[config.mk]
export PLATFORM = sky130hd
export DESIGN_NAME = dck_queue
export DESIGN_NICKNAME = d
export VERILOG_FILES = /design/src/rtl/core/dck_pkg.sv /design/src/rtl/core/dck_queue.sv
export SDC_FILE = /design/constraint.sdc
export NUM_CORES = 1
export LEC_CHECK = 0
export ABC_AREA = 1
export BUFFER_PORTS_ARGS = -buffer_cell sky130_fd_sc_hd__buf_2
export CORE_MARGIN = 1.5
export CORE_UTILIZATION = 24
export CTS_CLUSTER_DIAMETER = 50
export CTS_CLUSTER_SIZE = 28
export DETAILED_ROUTE_END_ITERATION = 16
export PLACE_DENSITY_LB_ADDON = 0.08
export REMOVE_ABC_BUFFERS = 1
export SLEW_MARGIN = 20
export SYNTH_ARGS = -nofsm -noshare
export SYNTH_HDL_FRONTEND = slang
export SYNTH_SLANG_ARGS = --single-unit
[constraint.sdc]
create_clock -name i_clk -period 2.45 [get_ports i_clk]
set_input_delay 0.245 -clock i_clk [delete_from_list [all_inputs] [get_ports i_clk]]
set_output_delay 0.245 -clock i_clk [all_outputs]
set_load 0.02 [all_outputs]
[src/rtl/core/dck_pkg.sv]
package dck_pkg;

    localparam int DEF_MAX_PROCESSES = 16;
    localparam int DEF_MAX_RESOURCES = 16;
    localparam int DEF_AMOUNT_BITS   = 16;

    // a run never reports more processes than this
    localparam int RESULT_LIMIT = 16;

    localparam int CFG_BITS     = 5;
    localparam int CFG_IDX_BITS = 1;
    localparam int IDX_BITS     = 4;
    localparam int AMT_IN_BITS  = 16;
    localparam int PID_BITS     = 4;
    localparam int QUEUE_DEPTH  = 2;

    localparam logic [CFG_BITS-1:0] CFG_RESET = CFG_BITS'(1);

    typedef enum logic [1:0] {
        REQ_ALLOC   = 2'd0,
        REQ_REQUEST = 2'd1,
        REQ_AVAIL   = 2'd2,
        REQ_RUN     = 2'd3
    } t_req;

    typedef enum logic [CFG_IDX_BITS-1:0] {
        REG_PROCESS_COUNT  = 1'b0,
        REG_RESOURCE_COUNT = 1'b1
    } t_reg;

    typedef struct packed {
        t_req                   op;
        logic [IDX_BITS-1:0]    proc;
        logic [IDX_BITS-1:0]    res;
        logic [AMT_IN_BITS-1:0] amt;
    } t_cmd;

    // counts already clipped to what the engine supports
    typedef struct packed {
        logic [CFG_BITS-1:0] proc_n;
        logic [CFG_BITS-1:0] res_m;
    } t_cfg;

endpackage

[src/rtl/core/dck_queue.sv]
module dck_queue import dck_pkg::*; (
    input  logic i_clk,
    input  logic i_rst_n,
    input  logic i_push,
    input  t_cmd i_cmd,
    output logic o_full,
    output logic o_valid,
    input  logic i_pop,
    output t_cmd o_cmd
);

    localparam int PTR_W = (QUEUE_DEPTH > 1) ? $clog2(QUEUE_DEPTH) : 1;
    localparam int CNT_W = $clog2(QUEUE_DEPTH + 1);
    localparam logic [PTR_W-1:0] PTR_LAST = PTR_W'(QUEUE_DEPTH - 1);

    t_cmd             r_slot [QUEUE_DEPTH];
    logic [PTR_W-1:0] r_wptr;
    logic [PTR_W-1:0] r_rptr;
    logic [CNT_W-1:0] r_count;

    always_ff @(posedge i_clk) begin
        if (i_push) begin
            r_slot[r_wptr] <= i_cmd;
        end
    end

    always_ff @(posedge i_clk) begin
        if (!i_rst_n) begin
            r_wptr  <= '0;
            r_rptr  <= '0;
            r_count <= '0;
        end else begin
            if (i_push) begin
                r_wptr <= (r_wptr == PTR_LAST) ? '0 : r_wptr + 1'b1;
            end
            if (i_pop) begin
                r_rptr <= (r_rptr == PTR_LAST) ? '0 : r_rptr + 1'b1;
            end
            case ({i_push, i_pop})
                2'b10:   r_count <= r_count + 1'b1;
                2'b01:   r_count <= r_count - 1'b1;
                default: ;
            endcase
        end
    end

    assign o_full  = (r_count == CNT_W'(QUEUE_DEPTH));
    assign o_valid = (r_count != '0);
    assign o_cmd   = r_slot[r_rptr];

endmodule

# Word level (Yosys, flattened, before mapping)
# Memories as Yosys holds them, arrays and structs flattened. A register that Yosys moved wholly into a read port is not among the register bits.
# Index checks and enable logic that the tools add are counted.
[totals]
mem_bits_rw = 52
ff_bits = 4
out_inout_bits = 28
memories = 1
word_cells = 20
[op_classes]
eq_ne = 3
n_reduce_logical = 2
mux = 7
addsub = 4
[mem_list]
columns = ["memory", "depth", "word_bits", "read_ports", "rd_clocked_by_memory_dff", "wr", "line", "rtl"]
rows = [
  ["r_slot", 2, 26, 1, 1, 1, "dck_queue.sv:16", "t_cmd r_slot [QUEUE_DEPTH];"],
]
[op_table]
columns = ["op", "n"]
rows = [
  ["$mux 1", 6],
  ["$eq 2x2->1 const B", 2],
  ["$pmux 2 s2", 1],
  ["$reduce_bool 2->1", 2],
  ["$add 1x1->1 const B", 2],
  ["$add 2x1->2 const B", 1],
  ["$eq 2x1->1 const B", 1],
  ["$sub 2x1->2 const B", 1],
]

# Logic depth before layout (Yosys ltp)
[depth]
word_depth = 4
ltp_mapped = 7
depth_no_buf = 7

# Least setup slack after synthesis
# OpenSTA, ideal clock, no wires.
[synth_timing]
path_kind = "register to register"
from = "register r_wptr"
to = "memory r_slot[0][0] (netlist name), enable pin"
path_buffers = 0
slack_ns = 0.611
stages_incl_launch_ff = 2
period_less_slack_ns = 1.839
arrival_ns = 1.430
path_cell_list = "dfxtp_1 -> nor2_1"
[synth_rtl]
columns = ["element", "line", "rtl"]
rows = [
  ["start, declared", "dck_queue.sv:17", "logic [PTR_W-1:0] r_wptr;"],
  ["start signal, assigned", "dck_queue.sv:34", "r_wptr <= (r_wptr == PTR_LAST) ? '0 : r_wptr + 1'b1;"],
  ["end, declared", "dck_queue.sv:16", ""],
]
# No word-level cell before the write port.

==> impl_metrics.yaml <==
outcome:
  status: "finished with violations"
  violations: "DRC"
timing:
  clock.fmax_mhz: 536
  hold_ws_ns: 0.109
  drv_slew: 0
  finalCriticalPeriod_ns: 1.87
  min_period_over_period_pct: 76.2
  max_slew_margin_pct: 45.8
  final.setup.tns_ns: 0
  setup_viol: 0
  skew_ns: 0.00336
  tightest_slew_ns: 0.810
  rsz0062_at_grt: "false"
  hold_viol_final: 0
yosys:
  synthXorXnorAreaFrac_pct: 0
  synth_top_family_by_area: "multiplexers"
  ys_warn_count: 0
  synthAdderAreaFrac_pct: 0.567
  avgSynthCellArea_um2: 19.0
  synth_mux_area_share_pct: 16.7
  ys_seq_area_share_pct: 75.3
  synthSimpleGateAreaFrac_pct: 3.68
  syn_area_um2: 2210
  synthDistinctLibCells: 13
  synth-seq-cells: 57
  synth_compound_area_share_pct: 0.454
  syn_inst: 116
drt:
  drtPass1Iterations: 10
  final_antenna_net_count: 0
  wl_per_cell_um: 13.4
  drc: 3
  via_per_inst: 3.91
  vias: 1157
  dr.first_iter.drc_count: 34
  wl_mm: 3.96
floorplan:
  rows: 34
  start_util_pct: 25.1
  die_area_um2: 9780
  die_w_um: 98.9
  die_h_um: 98.9
  ios: 58
  core_um2: 8810
power:
  leakagePower_nw: 1.12
  peakVddDrop_mv: 0.186
  internal-power_mw: 1.58
  pwr-share-seq_pct: 55.0
  power_switching_uw: 499
  clkPwrFrac_pct: 32.7
  power_density_nw_per_um2: 754
  switching_share_pct: 24.0
  combPwrFrac_pct: 12.3
placement:
  placed_cell_area_um2: 2610
  dp_hpwl_mm: 2.69
  placed_cells: 281
  io_buffers: 57
  globalplace.congestion: 0.648
finish:
  final_common_cell: "buf_2"
  layout.cells.non_filler: 296
  nFillCells: 888
  seqCellArea_um2: 1660
  final_nets: 215
  final_util_pct: 31.3
  layout_common_cells: "buf_2, edfxtp_1, mux2_4, nor2_1"
  design_area_um2: 2760
  syn_to_final_growth_pct: 24.9
  layout-drive-gt1-share_pct: 53.2
  multi_input_comb_area_um2: 479
  diodes: 0
cts:
  clock_latency_ns: 0.32
  tritoncts: "done"
  cts_resized: 0
  cts_hold_buf: 0
  cts_buffer_depth: 2
  cts_buffers: 9
  h-tree-depth: 3
  clock_sinks: 57
  clk_pin_slew_ns: 0.06
  cts_setup_buffers: 0
  cts-root-buf: "clkbuf_8"
grt:
  antenna_found_initial: 0
  grt_use_total_pct: 8.78
  grt_max_degree: 27
  grt_pass1_wl_mm: 6.20
  overflow: 0
  grt_pass1_vias: 1243
worst_setup_path:
  cp_max_fo: 10
  worstSetupPathType: "register to output port"
  worst_setup_path_end_kind: "output port"
  crit_chain: "buf_4, mux2_2, buf_2"
  r2r_slack_ns: 1.08
  cp-start-kind: "register"
  worstPathArrival_ns: 1.62
  worstPathRequired_ns: 2.20
  crit_slowest_cell: "dfxtp_2"
  slowest_delay_ns: 0.51
run:
  cap_violations: 0
worst_hold_path:
  hp-class: "input pin to register"
## power by group through the flow
stage | clock network, mW | registers (mW) | logic, mW
finish | 0.679 | 1.14 | 0.256
global route | 0.763 | 1.15 | 0.279
CTS | 0.711 | 1.14 | 0.263
detailed placement | 0 | 1.16 | 0.262
global placement | 0 | 1.16 | 0.257
floorplan | 0 | 1.17 | 0.160
## per-stage QoR
| step | power, mW | setup WS, ns |
|---|---|---|
| 4_1_cts | 2.12 | 0.538 |
| 3_5_place_dp | 1.43 | 0.902 |
| 2_1_floorplan | 1.33 | 0.611 |
| 5_1_grt | 2.19 | 0.484 |
| 3_3_place_gp | 1.42 | 0.911 |
| 6_report | 2.08 | 0.583 |
## critical path: cells and delay by family (launching register included)
kind,cells,cell delay (ns)
flip-flops,1,0.51
buffers and inverters,2,0.44
multiplexers,1,0.35
## layer usage
| metal | vias up | wire (µm) | GRT usage (%) |
|---|---|---|---|
| met5 | - | 0 | 0 |
| met2 | 37 | 2020 | 14.6 |
| li1 | 561 | - | - |
| met1 | 548 | 1580 | 9.33 |
| met3 | 11 | 239 | 2.98 |
| met4 | 0 | 112 | 6.26 |
## path summary, 6_finish.rpt
path,depth (start not counted),start,endpoint
min reg2reg,2,r_rptr,r_rptr
min,1,i_cmd[3],r_slot[1][3]
max reg2reg,1,r_wptr,r_slot[0][5]
max,3,register,o_cmd[19]
## synthesized netlist by cell type
library cell,count,share of area [%]
edfxtp_1,52,71
mux2_4,20,14
nor2_1,11,1.9
nand2_1,9,1.5
inv_1,6,1.0
mux2_2,6,3.1
dfxtp_1,5,4.5
buf_12,2,1.8
a21oi_1,1,0.23
buf_6,1,0.51
ha_1,1,0.57
nand4_1,1,0.28
o21ai_0,1,0.23
## final cells by class
class | instances | share of cell area, %
clock buffers | 9 | 4.49
clock inverters | 6 | 0.953
inverters | 6 | 0.817
multi-input cells | 50 | 17.4
flip-flops and latches | 57 | 60.3
well taps | 108 | 4.90
repair buffers | 60 | 11.2
## registers in the layout (all words and copies together) (netlist names), named ones only
signal	cells
r_wptr	1
r_rptr	1
r_count	2
r_slot	52
## kinds of logic (layout without fill, tap and decap cells)
group / Yosys count / after routing
adders and majority gates: 1 / 1
AOI/OAI and AO/OA: 2 / 2
muxes: 26 / 26
DFF: 57 / 57
and+or+nand+nor: 21 / 21
buffers and inverters: 9 / 81
No activity file was read; power rests on OpenSTA's default activity.
