--- src/rtl/core/dck_pkg.sv ---
package dck_pkg;

    localparam int DEF_MAX_PROCESSES = 16;
    localparam int DEF_MAX_RESOURCES = 16;
    localparam int DEF_AMOUNT_BITS   = 16;

    // a run never reports more processes than this
    localparam int RESULT_LIMIT = 16;

    localparam int CFG_BITS     = 5;
    localparam int CFG_IDX_BITS = 1;
    localparam int IDX_BITS     = 4;
    localparam int AMT_IN_BITS  = 16;
    localparam int PID_BITS     = 4;
    localparam int QUEUE_DEPTH  = 2;

    localparam logic [CFG_BITS-1:0] CFG_RESET = CFG_BITS'(1);

    typedef enum logic [1:0] {
        REQ_ALLOC   = 2'd0,
        REQ_REQUEST = 2'd1,
        REQ_AVAIL   = 2'd2,
        REQ_RUN     = 2'd3
    } t_req;

    typedef enum logic [CFG_IDX_BITS-1:0] {
        REG_PROCESS_COUNT  = 1'b0,
        REG_RESOURCE_COUNT = 1'b1
    } t_reg;

    typedef struct packed {
        t_req                   op;
        logic [IDX_BITS-1:0]    proc;
        logic [IDX_BITS-1:0]    res;
        logic [AMT_IN_BITS-1:0] amt;
    } t_cmd;

    // counts already clipped to what the engine supports
    typedef struct packed {
        logic [CFG_BITS-1:0] proc_n;
        logic [CFG_BITS-1:0] res_m;
    } t_cfg;

endpackage

--- src/rtl/core/dck_front.sv ---
module dck_front import dck_pkg::*; #(
    parameter int MAX_PROCESSES = DEF_MAX_PROCESSES,
    parameter int MAX_RESOURCES = DEF_MAX_RESOURCES
) (
    input  logic                    i_clk,
    input  logic                    i_rst_n,
    input  logic                    i_in_valid,
    output logic                    o_in_ready,
    input  logic [1:0]              i_req_type,
    input  logic [IDX_BITS-1:0]     i_process_index,
    input  logic [IDX_BITS-1:0]     i_resource_index,
    input  logic [AMT_IN_BITS-1:0]  i_amount,
    input  logic                    i_cfg_we,
    input  logic [CFG_IDX_BITS-1:0] i_cfg_index,
    input  logic [CFG_BITS-1:0]     i_cfg_data,
    input  logic                    i_full,
    output logic                    o_push,
    output t_cmd                    o_cmd,
    output t_cfg                    o_cfg
);

    localparam int NP = (MAX_PROCESSES < RESULT_LIMIT) ? MAX_PROCESSES : RESULT_LIMIT;

    logic [CFG_BITS-1:0] r_proc_cnt;
    logic [CFG_BITS-1:0] r_res_cnt;
    logic                w_accept;
    logic                w_keep;
    logic                w_proc_ok;
    logic                w_res_ok;
    t_req                w_req;

    always_ff @(posedge i_clk) begin
        if (!i_rst_n) begin
            r_proc_cnt <= CFG_RESET;
            r_res_cnt  <= CFG_RESET;
        end else if (i_cfg_we) begin
            case (t_reg'(i_cfg_index))
                REG_PROCESS_COUNT:  r_proc_cnt <= i_cfg_data;
                REG_RESOURCE_COUNT: r_res_cnt  <= i_cfg_data;
                default: ;
            endcase
        end
    end

    always_comb begin
        o_cfg.proc_n = (32'(r_proc_cnt) > NP) ? CFG_BITS'(NP) : r_proc_cnt;
        o_cfg.res_m  = (32'(r_res_cnt) > MAX_RESOURCES) ? CFG_BITS'(MAX_RESOURCES) : r_res_cnt;
    end

    assign o_in_ready = !i_full;
    assign w_accept   = i_in_valid && o_in_ready;
    assign w_req      = t_req'(i_req_type);
    assign w_proc_ok  = 32'(i_process_index) < MAX_PROCESSES;
    assign w_res_ok   = 32'(i_resource_index) < MAX_RESOURCES;

    // out of range loads are dropped here and never reach the engine
    always_comb begin
        case (w_req)
            REQ_ALLOC:   w_keep = w_proc_ok && w_res_ok;
            REQ_REQUEST: w_keep = w_proc_ok && w_res_ok;
            REQ_AVAIL:   w_keep = w_res_ok;
            REQ_RUN:     w_keep = 1'b1;
            default:     w_keep = 1'b0;
        endcase
    end

    assign o_push    = w_accept && w_keep;
    assign o_cmd.op   = w_req;
    assign o_cmd.proc = i_process_index;
    assign o_cmd.res  = i_resource_index;
    assign o_cmd.amt  = i_amount;

endmodule

--- config.mk ---
export PLATFORM = sky130hd
export DESIGN_NAME = dck_front
export DESIGN_NICKNAME = d
export VERILOG_FILES = /design/src/rtl/core/dck_pkg.sv /design/src/rtl/core/dck_front.sv
export SDC_FILE = /design/constraint.sdc
export NUM_CORES = 1
export LEC_CHECK = 0
export CORE_MARGIN = 5
export CORE_UTILIZATION = 35
export CTS_CLUSTER_DIAMETER = 80
export CTS_CLUSTER_SIZE = 10
export DETAILED_ROUTE_END_ITERATION = 7
export DONT_BUFFER_PORTS = 1
export SLEW_MARGIN = 40
export SYNTH_ARGS = -nofsm -noshare
export SYNTH_HDL_FRONTEND = slang
export SYNTH_SLANG_ARGS = --single-unit
--- constraint.sdc ---
create_clock -name i_clk -period 0.8 [get_ports i_clk]
set_input_delay 0.16 -clock i_clk [delete_from_list [all_inputs] [get_ports i_clk]]
set_output_delay 0.16 -clock i_clk [all_outputs]
set_load 0.02 [all_outputs]
* After elaboration in Yosys (flattened, before gate mapping) *
Cells that the tools add are included.

word-level totals
  output and inout bits = 38
  memories = 0
  input port bits = 37
  RAM bits = 0
  memory bits (read-only) = 0
  latch bits = 0
  logic and storage cells = 18
  flip-flop bits (word level) = 10

operators by class
  shift operators = 0
  reductions and logical operators = 7
  bitwise logic cells = 1
  div/mod/pow operators = 0
  $mul = 0
  equal/unequal tests = 3
  mux-type cells = 3
  add/sub/neg operators = 0
  magnitude comparators = 2

operator list
  cell                                                  number
  > comparator 5 bit (second input constant)            2
  two-way mux 5 bit                                     2
  equality test 2 bit (second input constant)           2
  AND reduction 2 bit                                   2
  OR reduction 4 bit                                    1
  equality test 2 x 1 -> 1 bit (second input constant)  1
  logical AND 1 bit                                     2
  zero test 2 bit                                       1
  zero test 1 bit                                       1
  two-way mux 1 bit                                     1
  NOT 1 bit                                             1

* Depth between registers and ports, before layout *
Gate-level depths: netlist (run 1).

  word-level depth = 4
  depth in mapped cells = 3
  depth with buffers taken out = 2

* Least setup slack after synthesis (run 1) *
No wires, ideal clock.

  kind = register to output
  from = reg r_proc_cnt[4]
  to = out o_cfg[6] (netlist name)
  data required time = 0.640 ns
  data arrival time = 0.649 ns
  stages on the path, launching flop included = 2
  path slack = -0.009 ns
  path buffers = 0
  cell sequence = dfxtp_1 nor2b_1

RTL lines
  item                    line             source
  from (decl)             dck_front.sv:24  logic [CFG_BITS-1:0] r_proc_cnt;
  from (signal assigned)  dck_front.sv:38  REG_PROCESS_COUNT: r_proc_cnt <= i_cfg_data;
  to (decl)               dck_front.sv:19  output t_cfg o_cfg

==> results_tabular.tex, run 1 <==
\begin{tabular}{lr}
\hline
Metric & Value \\
\hline
\multicolumn{2}{l}{\textbf{Run status}} \\
\quad Status & finished with violations \\
\quad Violations in the final reports & negative setup slack \\
\multicolumn{2}{l}{\textbf{STA}} \\
\quad Count of endpoints failing hold in the final timing report & 0 \\
\quad Least setup slack across all paths after layout & -240.2 ps \\
\quad Crit share post-route & 1.300 \\
\quad Actual slew at the worst max-slew pin & 282.2 ps \\
\quad Upper clock frequency limit & 961.4 MHz \\
\quad Setup clock skew after layout & 0 ps \\
\quad Setup repair after global routing missed its margin & yes \\
\quad Max-slew headroom at the worst pin & 0.8118 \\
\quad Fin. max-slew vios & 0 \\
\quad Shortest period the worst path allows & 1040 ps \\
\quad Final setup violating endpoints & 10 \\
\multicolumn{2}{l}{\textbf{Worst setup path}} \\
\quad Slack of the worst reg-to-reg path & between 150 and 200 ps \\
\quad Worst path required time & roughly 640 ps \\
\quad Cell with the largest stage delay on the worst path & dfxtp\_4 \\
\quad Worst Setup SP & r\_proc\_cnt[4] \\
\quad Cells along the critical path & nor2b\_1 -> buf\_4 \\
\quad Worst path depth & 2 \\
\quad Data arrival time of the critical path & just under 900 ps \\
\quad Timing endpoint of the critical path & o\_cfg[7] \\
\quad Logic depth of the worst register-to-register path & 2 \\
\quad WS Path Type & reg2out \\
\quad Count of buffering cells on the critical path with inverters included & 1 \\
\quad Reg-to-reg endpoint & r\_proc\_cnt[4] \\
\quad Reg-to-reg startpoint & r\_proc\_cnt[4] \\
\quad Type of element capturing the critical path & output port \\
\quad Largest stage delay, worst path & roughly 360 ps \\
\quad Worst-path fanout max & 6 \\
\quad Kind of cell adding the most delay to the critical path & flip-flops \\
\quad Type of element launching the critical path & flip-flop \\
\multicolumn{2}{l}{\textbf{Routing}} \\
\quad Average wire per cell in the routed design & between 10 and 15 um \\
\quad Number of nets with antenna violations after routing & 0 \\
\quad Residual DRC & 0 \\
\quad Iteration-0 DRC count of the detailed router & 4 \\
\quad Total vias in the final route & 412 \\
\quad Vias per std cell & 4.682 \\
\quad Routed Wire Length & 1162 um \\
\quad First drt pass iteration count & 4 \\
\multicolumn{2}{l}{\textbf{Power and ir drop}} \\
\quad Power per standard cell area & 1749 nW/um\^{}2 \\
\quad Largest vdd supply drop & around 0.9 mV \\
\quad Leak & 0.2852 nW \\
\multicolumn{2}{l}{\textbf{Placement}} \\
\quad Count of input and output buffers & 0 \\
\quad Detail Placement HPWL & 919.8 um \\
\quad GPL Wtd Cong & 0.6426 \\
\quad Worst Setup Slack post-DPL & -7.517 ps \\
\quad Placed Cells & 84 \\
\multicolumn{2}{l}{\textbf{Die}} \\
\quad Initial core utilization & 0.3789 \\
\quad Area of the placeable core & 1783 um\^{}2 \\
\quad Die Span Y & 53.94 um \\
\quad X dimension of the die & 53.94 um \\
\quad Cell Rows & 15 \\
\quad I/O pin count & 75 \\
\quad Area of the die & $\sim$2900 um\^{}2 \\
\multicolumn{2}{l}{\textbf{Synthesis}} \\
\quad Number of flops mapped to enable cells by yosys & 0 \\
\quad Number of nets produced by synthesis & 116 \\
\quad Sequential-to-total area share from yosys stat & 0.2963 \\
\quad Post-synthesis instance area & 675.6 um\^{}2 \\
\quad Average footprint of a synthesized cell & between 8 and 9 um\^{}2 \\
\quad Gate Count Post-Synth & 79 \\
\quad XOR/XNOR share of the synthesized area & 0 \\
\quad Primary FF master, synth & dfxtp\_1 \\
\quad Post-synthesis register bit count & 10 \\
\quad Count of warnings emitted by yosys & 0 \\
\quad Compound-cell area share of the yosys netlist & 0.02778 \\
\quad Largest family of logic cells by synthesized area & buffers and inverters \\
\quad Fraction of registers with async set or reset after synthesis & 0 \\
\quad Simple-gate share of the synthesized area & 0.1907 \\
\quad Adder-cell share of the synthesized area & 0 \\
\quad Number of library cell types mapped by synthesis & 15 \\
\quad Multiplexer fraction of the synthesized cell area & 0.1185 \\
\multicolumn{2}{l}{\textbf{CTS}} \\
\quad Worst-skew pair later-pin latency & 260 ps \\
\quad Root Buffer & clkbuf\_4 \\
\quad Number of buffers created by CTS & 3 \\
\quad TritonCTS clock tree & built \\
\quad Bufs on Longest Clock Path & 2 \\
\quad Clk sinks & 10 \\
\quad H-tree depth reported by CTS & 1 \\
\quad Post-CTS Repair Setup Buffers & 0 \\
\quad Post-CTS clock slew at the launch and capture registers of the worst setup and hold paths & about 60 ps \\
\multicolumn{2}{l}{\textbf{GRT}} \\
\quad Number of antenna violations at the first check in global routing & 0 \\
\quad Global-route wire length before repair & between 1500 and 2000 um \\
\quad Total grt overflow & 0 \\
\quad Vias in the first global route & 436 \\
\quad Total track usage & 0.08333 \\
\quad Pin count of the biggest net entering global routing & 15 \\
\multicolumn{2}{l}{\textbf{Finish}} \\
\quad Number of nets in the layout & a little over 100 \\
\quad Filler-free cell count of the finished design & 88 \\
\quad Most frequent cells in the layout & nand2\_1 (12), buf\_4 (10), mux2i\_1 (8) \\
\quad Fillcell total & between 150 and 200 \\
\quad Synthesis-to-layout area growth & -11.11\% \\
\quad Leading cell type in the layout, fill and taps excluded & nand2\_1 \\
\quad Fraction of layout instances using a drive strength above 1 & 0.3810 \\
\quad Antenna Diode Count & 0 \\
\multicolumn{2}{l}{\textbf{Job}} \\
\quad Max-cap viol count & 0 \\
\multicolumn{2}{l}{\textbf{Min path}} \\
\quad Hold WC Path Type & in2reg \\
\hline
\end{tabular}
-- registers in the layout (all words and copies together), names as in the netlist --
register and count:
r_proc_cnt 5, r_res_cnt 5
-- synth_stat cells, drive strengths merged (2+ instances only) --
cell type,n,area [um^2]
mux2i,8,80.08
inv,3,11.26
nand2,12,45.04
nor2b,7,43.79
nor2,2,7.510
buf,29,229.0
dfxtp,10,200.2
clkbuf,2,7.510
-- per-layer routing --
layer	wire [um]	GRT usage	up-vias
met4	31	0.08936	0
met2	539	0.1230	23
met1	412	0.07667	189
li1	-	-	190
met3	179	0.04709	10
met5	0	0	-
-- kinds of logic after synthesis --
| family | count (synthesis) |
|---|---|
| AOI/OAI and AO/OA | 2 |
| buffers and inverters | 34 |
| DFF | 10 |
| muxes | 8 |
| and+or+nand+nor | 25 |
-- through the flow --
step	utilization	TNS, ps	area (um^2)	hold WS, ps	power, mW
floorplan	-	-55.19	675.6	317.9	0.8776
global placement	0.3102	-41.82	553.0	227.8	0.7246
detailed placement	0.3102	-17.55	553.0	229.9	0.7268
CTS	0.3312	-2280	590.6	22.65	1.081
global route	0.3368	-2538	600.6	26.15	1.120
finish	0.3368	-2055	600.6	36.72	1.050
-- how the worst min path moves through the flow --
stage	start	to	slack [ps]	cells past startpoint
2_1_floorplan	i_cfg_data[0]	r_res_cnt[0]	320	2
3_3_place_gp	i_rst_n	r_res_cnt[0]	230	1
3_5_place_dp	i_rst_n	r_res_cnt[0]	230	1
4_1_cts	i_rst_n	r_res_cnt[4]	20	2
5_1_grt	i_rst_n	r_res_cnt[4]	30	2
6_report	i_rst_n	r_res_cnt[4]	40	2
-- power breakdown --
part | switching, mW | total (mW) | internal, mW
Combinational | 0.0943 | 0.180 | 0.0860
Clock | 0.156 | 0.329 | 0.173
Sequential | 0.0158 | 0.541 | 0.525
Total | 0.266 | 1.05 | 0.784
-- layout make-up --
type	count	area, um^2	share of cell area
flip-flops and latches	10	209.0	0.3479
repair buffers	12	96.34	0.1604
clock buffers	3	22.52	0.03750
inverters	3	11.26	0.01875
multi-input cells	35	230.2	0.3833
well taps	25	31.28	0.05208
-- repair_timing --
action                                  in CTS  in global routing
hold buffers                                 1                  0
gates cloned                                 0                  0
resized for setup                            5                  4
hold endpoints to repair                     2                  0
endpoints found under the setup margin      10                 10
No activity file was read; power rests on OpenSTA's default activity.
==> run 2: changes to the inputs <==
Settings changed: CORE_UTILIZATION 35 to 30.
==> run 2 against run 1 <==
  * Register-to-register slack lost 20 ps
  * Sequential power about the same
  * Power rose by 2.1%
  * Critical endpoint is now o_cfg[2]
  * The run still ends with negative setup slack left
  * Largest cell class unchanged
  * Utilization is 4.2 points lower
  * Highest routed layer is now met3
==> results_tabular.tex, run 2 (synthesized netlist as in run 1, its figures left out) <==
\begin{tabular}{lr}
\hline
Metric & Value \\
\hline
\multicolumn{2}{l}{\textbf{Die}} \\
\quad Initial core utilization & 0.3084 (-0.07055) \\
\quad I/O pin count & 75 (unchanged) \\
\quad Die Span Y & 57.46 um (+6.5\%) \\
\quad Area of the placeable core & 2191 um\^{}2 (+23\%) \\
\quad Cell Rows & 17 (+2) \\
\quad Area of the die & 3301 um\^{}2 (+13\%) \\
\quad X dimension of the die & 57.46 um (+6.5\%) \\
\multicolumn{2}{l}{\textbf{Placement}} \\
\quad Count of input and output buffers & 0 (unchanged) \\
\quad GPL Wtd Cong & 0.6068 (-5.6\%) \\
\quad Worst Setup Slack post-DPL & -14.78 ps (-7.260 ps) \\
\multicolumn{2}{l}{\textbf{STA}} \\
\quad Setup clock skew after layout & 0 ps (unchanged) \\
\quad Count of endpoints failing hold in the final timing report & 0 (unchanged) \\
\quad Shortest period the worst path allows & 1053 ps (+13.05 ps) \\
\quad Fin. max-slew vios & 0 (unchanged) \\
\quad Max-slew headroom at the worst pin & 0.8214 (+0.009579) \\
\quad Actual slew at the worst max-slew pin & 267.9 ps (-14.37 ps) \\
\quad Upper clock frequency limit & 949.4 MHz (-1.2\%) \\
\quad Setup repair after global routing missed its margin & yes \\
\quad Crit share post-route & 1.317 (+0.01631) \\
\quad Least setup slack across all paths after layout & -253.2 ps (-13.05 ps) \\
\quad Final setup violating endpoints & 10 (unchanged) \\
\multicolumn{2}{l}{\textbf{Power and ir drop}} \\
\quad Int Pwr & 0.7965 mW (+1.6\%) \\
\quad Fraction of power consumed by the clock network & 0.309 (-0.005) \\
\quad Total net switching power & 0.2758 mW (+3.5\%) \\
\quad Largest vdd supply drop & 0.5343 mV (-42\%) \\
\quad Logic gate share of total power & 0.187 (+0.015) \\
\quad Flop pwr share & 0.505 (-0.010) \\
\quad Share of total power consumed by net switching & 0.2572 (+0.003555) \\
\quad Power per standard cell area & 1658 nW/um\^{}2 (-5.2\%) \\
\quad Leak & 0.3030 nW (+6.2\%) \\
\quad Total power after layout & 1.072 mW (+2.1\%) \\
\multicolumn{2}{l}{\textbf{Routing}} \\
\quad Total vias in the final route & 407 (-1.2\%) \\
\quad Iteration-0 DRC count of the detailed router & 10 (+6) \\
\quad Residual DRC & 0 (unchanged) \\
\quad First drt pass iteration count & 4 (unchanged) \\
\quad Number of nets with antenna violations after routing & 0 (unchanged) \\
\quad Average wire per cell in the routed design & 12.49 um (-5.4\%) \\
\quad Vias per std cell & 4.330 (-7.5\%) \\
\quad Routed Wire Length & 1174 um (+1.0\%) \\
\multicolumn{2}{l}{\textbf{Worst setup path}} \\
\quad Cell with the largest stage delay on the worst path & dfxtp\_4 \\
\quad Type of element capturing the critical path & output port \\
\quad Largest stage delay, worst path & 370 ps (about the same) \\
\quad Count of buffering cells on the critical path with inverters included & 1 (unchanged) \\
\quad Logic depth of the worst register-to-register path & 2 (unchanged) \\
\quad Type of element launching the critical path & flip-flop \\
\quad Data arrival time of the critical path & 890 ps (about the same) \\
\quad WS Path Type & reg2out \\
\quad Worst path depth & 2 (unchanged) \\
\quad Slack of the worst reg-to-reg path & 170 ps (-20 ps) \\
\quad Worst path required time & 640 ps (about the same) \\
\quad Timing endpoint of the critical path & o\_cfg[2] \\
\quad Worst-path fanout max & 6 (unchanged) \\
\quad Cells along the critical path & nor2b\_2 -> buf\_4 \\
\quad Reg-to-reg startpoint & r\_proc\_cnt[4] \\
\quad Kind of cell adding the most delay to the critical path & flip-flops \\
\quad Reg-to-reg endpoint & r\_proc\_cnt[4] \\
\quad Worst Setup SP & r\_res\_cnt[4] \\
\multicolumn{2}{l}{\textbf{Run status}} \\
\quad Violations in the final reports & negative setup slack \\
\quad Status & finished with violations \\
\multicolumn{2}{l}{\textbf{GRT}} \\
\quad Global-route wire length before repair & 1911 um (+12\%) \\
\quad Total grt overflow & 0 (unchanged) \\
\quad Number of antenna violations at the first check in global routing & 0 (unchanged) \\
\quad Vias in the first global route & 437 (+0.23\%) \\
\quad Pin count of the biggest net entering global routing & 16 (+1) \\
\quad Total track usage & 0.07544 (-0.007896) \\
\multicolumn{2}{l}{\textbf{CTS}} \\
\quad Number of buffers created by CTS & 3 (unchanged) \\
\quad Root Buffer & clkbuf\_4 \\
\quad Clk sinks & 10 (unchanged) \\
\quad Bufs on Longest Clock Path & 2 (unchanged) \\
\quad Post-CTS clock slew at the launch and capture registers of the worst setup and hold paths & 60 ps (about the same) \\
\quad H-tree depth reported by CTS & 1 (unchanged) \\
\quad TritonCTS clock tree & built \\
\quad Worst-skew pair later-pin latency & 260 ps (about the same) \\
\multicolumn{2}{l}{\textbf{Finish}} \\
\quad Most frequent cells in the layout & nand2\_1 (12), buf\_4 (10), mux2i\_1 (8) \\
\quad Biggest regs & r\_proc\_cnt (5), r\_res\_cnt (5) \\
\quad Antenna Diode Count & 0 (unchanged) \\
\quad Leading cell type in the layout, fill and taps excluded & nand2\_1 \\
\quad End-of-flow core utilization & 0.2953 (-0.04158) \\
\quad Fraction of layout instances using a drive strength above 1 & 0.3939 (+0.01299) \\
\quad Synthesis-to-layout area growth & -4.259\% \\
\quad Number of nets in the layout & 105 (+2.9\%) \\
\multicolumn{2}{l}{\textbf{Job}} \\
\quad Max-cap viol count & 0 (unchanged) \\
\multicolumn{2}{l}{\textbf{Min path}} \\
\quad Hold WC Path Type & in2reg \\
\quad Worst hold start & i\_rst\_n \\
\quad WHS Path Cells & 2 (unchanged) \\
\hline
\end{tabular}
run 2: cell types whose count changed in the layout (fill, tap and decap cells not counted), sizes merged:
cell,delta
buf,+2
dlygate4sd3,+1
run 2: area by class of cell:
| cell class | instances | area [um^2] |
|---|---|---|
| Tap cell | 28 | 35.03 |
| Inverter | 3 | 11.26 |
| Sequential cell | 10 | 209.0 |
| Timing Repair Buffer | 15 | 128.9 |
| Fill cell | 244 | 1544 |
| Clock buffer | 3 | 22.52 |
| Multi-Input combinational cell | 35 | 240.2 |
run 2: per-stage QoR:
stage / TNS (ps) / hold WS, ps / instances / instance area [um^2]
6_report: -2364 / 42.58 / 94 / 646.9
5_1_grt: -2872 / 25.81 / 94 / 646.9
4_1_cts: -2306 / 1.289 / 91 / 604.3
3_5_place_dp: -49.72 / 229.9 / 87 / 556.8
3_3_place_gp: -20.12 / 228.4 / 87 / 556.8
2_1_floorplan: -55.19 / 317.9 / 79 / 675.6
run 2: worst min path at each step:
stage	end	slack [ps]
CTS	r_proc_cnt[0]	1
global placement	r_res_cnt[0]	230
finish	r_res_cnt[4]	40
detailed placement	r_res_cnt[0]	230
global route	r_res_cnt[4]	30
floorplan	r_res_cnt[0]	320
run 2: power by group through the flow:
| stage | logic [mW] | registers [mW] | clock network (mW) |
|---|---|---|---|
| CTS | 0.186 | 0.545 | 0.340 |
| global route | 0.215 | 0.545 | 0.379 |
| global placement | 0.174 | 0.551 | 0 |
| floorplan | 0.331 | 0.547 | 0 |
| finish | 0.200 | 0.541 | 0.331 |
| detailed placement | 0.176 | 0.552 | 0 |
run 2: per-layer routing:
layer | up-vias | track usage | share of wire | wire (um)
met1 | 196 | 0.06961 | 0.40 | 464
met3 | 0 | 0.05882 | 0.14 | 168
met5 | - | 0 | 0 | 0
met4 | 0 | 0.05298 | 0 | 0
li1 | 195 | - | - | -
met2 | 16 | 0.1129 | 0.46 | 541
run 2: repair_timing:
action / 4_1_cts / 5_1_grt
setup buffers: 0 / 2
gates resized for setup: 7 / 6
endpoints found under the setup margin: 10 / 10
hold endpoints to repair: 1 / 1
hold buffers: 1 / 1
run 2: worst register-to-register path, cell delays in order (launching register included):
cell and delay (ps):
dfxtp_4 380, nand2_1 50, mux2i_1 130
